`src/vwbp_pkg.sv`:
```
`timescale 1ns / 1ps
// Shared constants and types for the variable-width bit packer.
// No dependencies; used by every module of the block.
package vwbp_pkg;

  localparam int unsigned ByteBits      = 8;
  localparam int unsigned CountBits     = 4;
  localparam int unsigned FillBits      = 3;
  localparam int unsigned DefFifoDepth  = 4;

  typedef struct packed {
    logic [ByteBits-1:0] data;
    logic                fin;
  } res_t;

  typedef struct packed {
    logic valid0;
    logic valid1;
    res_t res0;
    res_t res1;
  } pack_out_t;

endpackage

```
`src/vwbp_packer.sv`:
```
`timescale 1ns / 1ps
// Packing core: holds the bit accumulator and fill count and merges one item.
// Depends on vwbp_pkg; produces up to two result items per accepted item.
module vwbp_packer (
  input  logic                           clk_i,
  input  logic                           rst_ni,
  input  logic                           accept_i,
  input  logic [vwbp_pkg::ByteBits-1:0]  data_value_i,
  input  logic [vwbp_pkg::CountBits-1:0] bit_count_i,
  input  logic                           end_of_stream_i,
  output vwbp_pkg::pack_out_t            pack_o
);

  localparam int unsigned BB = vwbp_pkg::ByteBits;
  localparam int unsigned FB = vwbp_pkg::FillBits;
  localparam int unsigned CB = vwbp_pkg::CountBits;

  logic [BB-1:0]   acc_q, acc_d;
  logic [FB-1:0]   fill_q, fill_d;

  logic [CB-1:0]   width;
  logic [BB-1:0]   masked;
  logic [CB-1:0]   total;
  logic [2*BB-1:0] combined;
  logic [CB:0]     shamt;
  logic            emit0;
  logic [BB-1:0]   acc_mid;
  logic [FB-1:0]   fill_mid;

  always_comb begin
    width  = (bit_count_i > CB'(BB)) ? CB'(BB) : bit_count_i;
    masked = data_value_i & BB'((9'd1 << width) - 9'd1);
    total  = CB'(fill_q) + width;
    shamt  = (CB+1)'(2*BB) - (CB+1)'(total);
    combined = {acc_q, {BB{1'b0}}} | ((2*BB)'(masked) << shamt);
    emit0    = 1'b0;
    acc_mid  = acc_q;
    fill_mid = fill_q;
    if (width != '0) begin
      if (total >= CB'(BB)) begin
        emit0    = 1'b1;
        acc_mid  = combined[BB-1:0];
        fill_mid = FB'(total - CB'(BB));
      end else begin
        acc_mid  = combined[2*BB-1:BB];
        fill_mid = FB'(total);
      end
    end
  end

  always_comb begin
    pack_o        = '0;
    pack_o.res0.data = combined[2*BB-1:BB];
    pack_o.res1.data = acc_mid;
    pack_o.res1.fin  = 1'b1;
    pack_o.valid0 = emit0;
    acc_d  = acc_mid;
    fill_d = fill_mid;
    if (end_of_stream_i) begin
      if (fill_mid != '0) begin
        if (emit0) begin
          pack_o.valid1 = 1'b1;
        end else begin
          pack_o.valid0    = 1'b1;
          pack_o.res0.data = acc_mid;
          pack_o.res0.fin  = 1'b1;
        end
      end else if (emit0) begin
        pack_o.res0.fin = 1'b1;
      end
      acc_d  = '0;
      fill_d = '0;
    end
  end

  always_ff @(posedge clk_i or negedge rst_ni) begin
    if (!rst_ni) begin
      acc_q  <= '0;
      fill_q <= '0;
    end else if (accept_i) begin
      acc_q  <= acc_d;
      fill_q <= fill_d;
    end
  end

endmodule

```
`src/vwbp_result_fifo.sv`:
```
`timescale 1ns / 1ps
// Result queue: takes up to two items per cycle and delivers one per cycle while the output is not stalled.
// Depends on vwbp_pkg for the result item type.
module vwbp_result_fifo #(
  parameter int unsigned Depth = vwbp_pkg::DefFifoDepth
) (
  input  logic                clk_i,
  input  logic                rst_ni,
  input  logic                push0_i,
  input  logic                push1_i,
  input  vwbp_pkg::res_t      wdata0_i,
  input  vwbp_pkg::res_t      wdata1_i,
  output logic                room2_o,
  output logic                out_valid_o,
  input  logic                out_stall_i,
  output vwbp_pkg::res_t      rdata_o
);

  localparam int unsigned PtrW = (Depth > 1) ? $clog2(Depth) : 1;
  localparam int unsigned CntW = $clog2(Depth + 1);

  vwbp_pkg::res_t mem_q [Depth];
  logic [PtrW-1:0] head_q, head_d, tail_q, tail_d, tail1;
  logic [CntW-1:0] cnt_q, cnt_d;
  logic            pop;

  function automatic logic [PtrW-1:0] ptr_inc(input logic [PtrW-1:0] p);
    logic [PtrW-1:0] r;
    if (p == PtrW'(Depth - 1)) r = '0;
    else r = p + PtrW'(1);
    return r;
  endfunction

  assign pop         = (cnt_q != '0) && !out_stall_i;
  assign out_valid_o = (cnt_q != '0);
  assign rdata_o     = mem_q[head_q];
  assign room2_o     = (cnt_q <= CntW'(Depth - 2));
  assign tail1       = ptr_inc(tail_q);

  always_comb begin
    head_d = pop ? ptr_inc(head_q) : head_q;
    if (push1_i) tail_d = ptr_inc(tail1);
    else if (push0_i) tail_d = tail1;
    else tail_d = tail_q;
    cnt_d = cnt_q + CntW'(push0_i) + CntW'(push1_i) - CntW'(pop);
  end

  always_ff @(posedge clk_i or negedge rst_ni) begin
    if (!rst_ni) begin
      head_q <= '0;
      tail_q <= '0;
      cnt_q  <= '0;
    end else begin
      head_q <= head_d;
      tail_q <= tail_d;
      cnt_q  <= cnt_d;
    end
  end

  always_ff @(posedge clk_i) begin
    if (push0_i) mem_q[tail_q] <= wdata0_i;
    if (push1_i) mem_q[tail1]  <= wdata1_i;
  end

endmodule

```
`src/variable_width_bit_packer.sv`:
```
`timescale 1ns / 1ps
// Variable-width bit packer, MSB first; top level joining the packer and result queue.
// With an empty result queue, an item's first byte is visible on the output in the cycle
// after it is accepted.
// Throughput: one item per cycle while the output drains one byte per cycle; an end-of-stream
// item that flushes two bytes leaves one extra byte queued, and input stalls while more than
// FifoDepth-2 bytes wait. Reset: asynchronous active-low reset clears accumulator, count and queue.
module variable_width_bit_packer #(
  parameter int unsigned FifoDepth = vwbp_pkg::DefFifoDepth
) (
  input  logic                           clk_i,
  input  logic                           rst_ni,
  input  logic                           in_valid_i,
  output logic                           in_stall_o,
  input  logic [vwbp_pkg::ByteBits-1:0]  data_value_i,
  input  logic [vwbp_pkg::CountBits-1:0] bit_count_i,
  input  logic                           end_of_stream_i,
  output logic                           out_valid_o,
  input  logic                           out_stall_i,
  output logic [vwbp_pkg::ByteBits-1:0]  packed_byte_o,
  output logic                           final_byte_o
);

  vwbp_pkg::pack_out_t pack;
  vwbp_pkg::res_t      head;
  logic                room2;
  logic                accept;

  assign in_stall_o = !room2;
  assign accept     = in_valid_i && room2;

  vwbp_packer u_packer (
    .clk_i           (clk_i),
    .rst_ni          (rst_ni),
    .accept_i        (accept),
    .data_value_i    (data_value_i),
    .bit_count_i     (bit_count_i),
    .end_of_stream_i (end_of_stream_i),
    .pack_o          (pack)
  );

  vwbp_result_fifo #(
    .Depth (FifoDepth)
  ) u_fifo (
    .clk_i       (clk_i),
    .rst_ni      (rst_ni),
    .push0_i     (accept && pack.valid0),
    .push1_i     (accept && pack.valid1),
    .wdata0_i    (pack.res0),
    .wdata1_i    (pack.res1),
    .room2_o     (room2),
    .out_valid_o (out_valid_o),
    .out_stall_i (out_stall_i),
    .rdata_o     (head)
  );

  assign packed_byte_o = head.data;
  assign final_byte_o  = head.fin;

endmodule
```
`config.mk`:
```
export PLATFORM = sky130hd
export DESIGN_NAME = variable_width_bit_packer
export DESIGN_NICKNAME = d
export VERILOG_FILES = /design/src/vwbp_pkg.sv /design/src/vwbp_packer.sv /design/src/vwbp_result_fifo.sv /design/src/variable_width_bit_packer.sv
export SDC_FILE = /design/constraint.sdc
export NUM_CORES = 1
export LEC_CHECK = 0
export BUFFER_PORTS_ARGS = -buffer_cell sky130_fd_sc_hd__buf_4
export CORE_UTILIZATION = 35
export DETAILED_ROUTE_END_ITERATION = 7
export HOLD_SLACK_MARGIN = 0.15
export SYNTH_ARGS = -nofsm -noshare
export SYNTH_HDL_FRONTEND = slang
export SYNTH_SLANG_ARGS = --single-unit
```
`constraint.sdc`:
```
create_clock -name clk_i -period 6.6 [get_ports clk_i]
set_input_delay 0 -clock clk_i [delete_from_list [all_inputs] [get_ports clk_i]]
set_output_delay 0 -clock clk_i [all_outputs]
set_load 0.03 [all_outputs]
```
==> results.yml <==
synth:
  ys.flop_type: "edfxtp_1"
  netlist_instances: 428
  syn_area_sq_mm: 0.00425
  yosys_warnings: 0
  synth-seq-cells: 54
  synth_edf_count: 32
  synthesis.nets: 463
  synth.distinct_cells: 76
  avgSynthCellArea_sq_um: 9.92
  ys_async_sr_fraction: 0.333
  synth_seq_area_share: 0.351
routing:
  first_pass_iters: 7
  vias: 3711
  met2_length_microns: 5380
  route.detailed.drc: 3
  topRoutingLayerUsed: "met4"
  wl_per_cell_microns: 20.1
  wl_met1_microns: 5200
  ant_nets: 0
  wl_microns: 11800
  wl_met3_microns: 974
  drt_iter0_markers: 445
  via_per_inst: 6.32
power_and_ir_drop:
  vdd_drop_max_mv: 0.250
  total_power_mw: 2.43
  total_leakage_power_nw: 1.77
  power_density_mw_per_mm2: 514
clock_network:
  cts_root_buf: "clkbuf_16"
  htreeDepth: 2
  cts_resized: 0
  cts_sinks: 54
  cts_tree: "built"
  cts.path.max_buffers: 2
  worstSkewPairLatency_ns: 0.30
  cts.clk_slew.worst_paths_ns: 0.08
  cts_buffers: 5
sta:
  relSlewSlack: 0.351
  fin_crit_sh: 0.629
  worst_pin_slew_ns: 0.970
  rsz0062_at_grt: "no"
  whs_ns: 0.174
  drv_slew: 0
  setup_violations: 0
  hold_violations: 0
  fmax_ghz: 0.241
  fin_crit_ns: 4.15
  worst_clock_skew_ns: 0.00935
  setup_tns_ns: 0
die:
  dieWidth_microns: 112
  die_h_microns: 112
  ios: 28
  core_sq_mm: 0.0116
  start_util: 0.366
  std_cell_rows: 39
  die_area_sq_mm: 0.0126
grt:
  grt_pass1_wl_microns: 18800
  antenna_found_initial: 0
  grt_pass1_vias: 3433
  track_usage: 0.191
  grt_max_degree: 25
  grt_overflow: 0
place:
  io_buffer_count: 27
  hpwlAfterDp_microns: 8710
  routabilityCongestion: 0.940
setup_path:
  arrival_ns: 4.34
  path_buf_inv: 2
  worstPathRequired_ns: 6.79
  critPathMaxStageDelay_ns: 0.46
  critPathTopFamily: "adder cells"
  cp_max_fo: 8
  worstSetupPathType: "reg -> reg"
  end_kind: "flop"
  crit_chain: "ha_1, fa_1, xnor2_2, and2_1, a21oi_1, ha_1, and3_1, inv_1, ha_1, inv_1, fa_1, fa_1, xnor2_1"
  cp_slowest_cell: "a21oi_1"
  startpoint_type: "flop"
final_layout:
  final_layout_size_suffix_gt1_frac: 0.180
  nets: 478
  area_growth_pct: 11.3
  diodes: 0
job:
  maxCapViolCount: 0
status:
  violations: "design-rule violations"
  status: "finished with violations"
min_path:
  hold_path_class: "in -> reg"
## stage by stage
stage | worst slack [ns] | area, sq um | std cells | util
after global routing | 2.23 | 4730 | 587 | 0.407
final | 2.45 | 4730 | 587 | 0.407
after CTS | 2.43 | 4730 | 587 | 0.407
after detailed placement | 2.46 | 4520 | 575 | 0.389
after floorplan | 2.86 | 4250 | 428 | -
after global placement | 2.46 | 4520 | 575 | 0.389
## routing by layer
layer | up-vias | GRT usage
met5 | - | 0
met4 | 0 | 0.0462
met3 | 27 | 0.0297
met2 | 198 | 0.307
met1 | 1772 | 0.271
li1 | 1714 | -
## where the power goes
group / leakage (nW) / switching (mW) / internal (mW) / total (mW)
clock: 0.0848 / 0.133 / 0.182 / 0.315
sequential: 0.557 / 0.0944 / 0.446 / 0.541
combinational: 1.13 / 0.965 / 0.612 / 1.58
## registers in the layout (all words and copies together), names as in the netlist
| signal | flops |
|---|---|
| u_fifo.cnt_q | 3 |
| u_fifo.head_q | 2 |
| u_fifo.mem_q | 36 |
| u_fifo.tail_q | 2 |
| u_packer.acc_q | 8 |
| u_packer.fill_q | 3 |
## cell usage after synthesis, drive strengths merged (4+ instances only)
master  count  share of area
nor2       27          0.024
o21a        6          0.011
a32oi      13          0.029
nor3        7          0.011
o21ai      22          0.026
buf        12          0.019
edfxtp     32           0.23
o221ai      9          0.020
mux2i       8          0.019
o22ai      21          0.031
dfrtp      18           0.11
a211oi      5          0.010
ha         15          0.044
a32o        4         0.0097
and3       11          0.016
nand2      42          0.037
mux2        5          0.013
dfxtp       4          0.019
a211o       5          0.010
and2        8          0.012
nor2b       4         0.0059
o41ai       5          0.012
o211ai     11          0.019
nand3      13          0.015
a21oi      16          0.019
clkbuf     13          0.011
inv        15          0.013
nand3b      4         0.0071
mux4       11          0.058
a31oi       6         0.0088
or2         5         0.0074
## cells in the final DEF, fill, tap and decap left out, drive strengths merged, types with 4 or more instances in the layout
cell         count
nor3             7
nor2            27
o41ai            5
dfxtp            4
and2             8
a32o             4
mux2i            8
nand3b           4
inv             17
or2              5
nor2b            4
a32oi           13
dfrtp           18
o21ai           22
mux2             5
and3            11
a211o            5
a31oi            6
o221ai           9
o21a             6
edfxtp          32
buf             29
a211oi           5
ha              15
dlygate4sd3      4
a21oi           16
mux4            11
clkbuf           5
o211ai          11
nand3           13
o22ai           21
nand2           42
## cells by family (layout without fill, tap and decap cells)
logic type	after synthesis	in the layout	share of synthesized area
buf+inv	40	56	0.0433
compound gates	147	147	0.264
xor+xnor	6	6	0.0177
fa+ha+maj	18	18	0.0583
flops	54	54	0.351
mux	24	24	0.0904
simple gates	139	139	0.176
## worst reg2reg max path: stages (launching register included)
cell and delay, ns:
dfrtp_1 0.40, ha_1 0.24, fa_1 0.42, xnor2_2 0.25, and2_1 0.29, a21oi_1 0.46, ha_1 0.22, and3_1 0.31
inv_1 0.16, ha_1 0.30, inv_1 0.05, fa_1 0.40, fa_1 0.39, xnor2_1 0.14
## cell type report
cell class	instances	area, sq um
repair buffers	33	258
clock inverters	3	47.5
multi-input cells	334	2570
fillers	1136	6880
well taps	143	179
inverters	15	56.3
flip-flops and latches	54	1490
clock buffers	5	125
## path summary, 6_finish.rpt
check	endpoint	slack, ns	depth (start not counted)	from
max	u_fifo.cnt_q[2]	2.45	13	u_packer.fill_q[0]
min	u_packer.acc_q[3]	0.17	5	in_valid_i
max reg2reg	u_fifo.cnt_q[2]	2.45	13	u_packer.fill_q[0]
min reg2reg	u_fifo.mem_q[0][0]	0.49	2	u_fifo.mem_q[0][0]
max in group asynchronous	u_fifo.head_q[0]	5.07	3	rst_ni
min in group asynchronous	u_packer.fill_q[2]	0.93	3	rst_ni
## timing repair
action | in CTS | in global routing
buffers inserted | 0 | 0
endpoints found under the hold margin | 23 | 0
hold buffers | 4 | 0
Power figures use the tool's default switching activity.
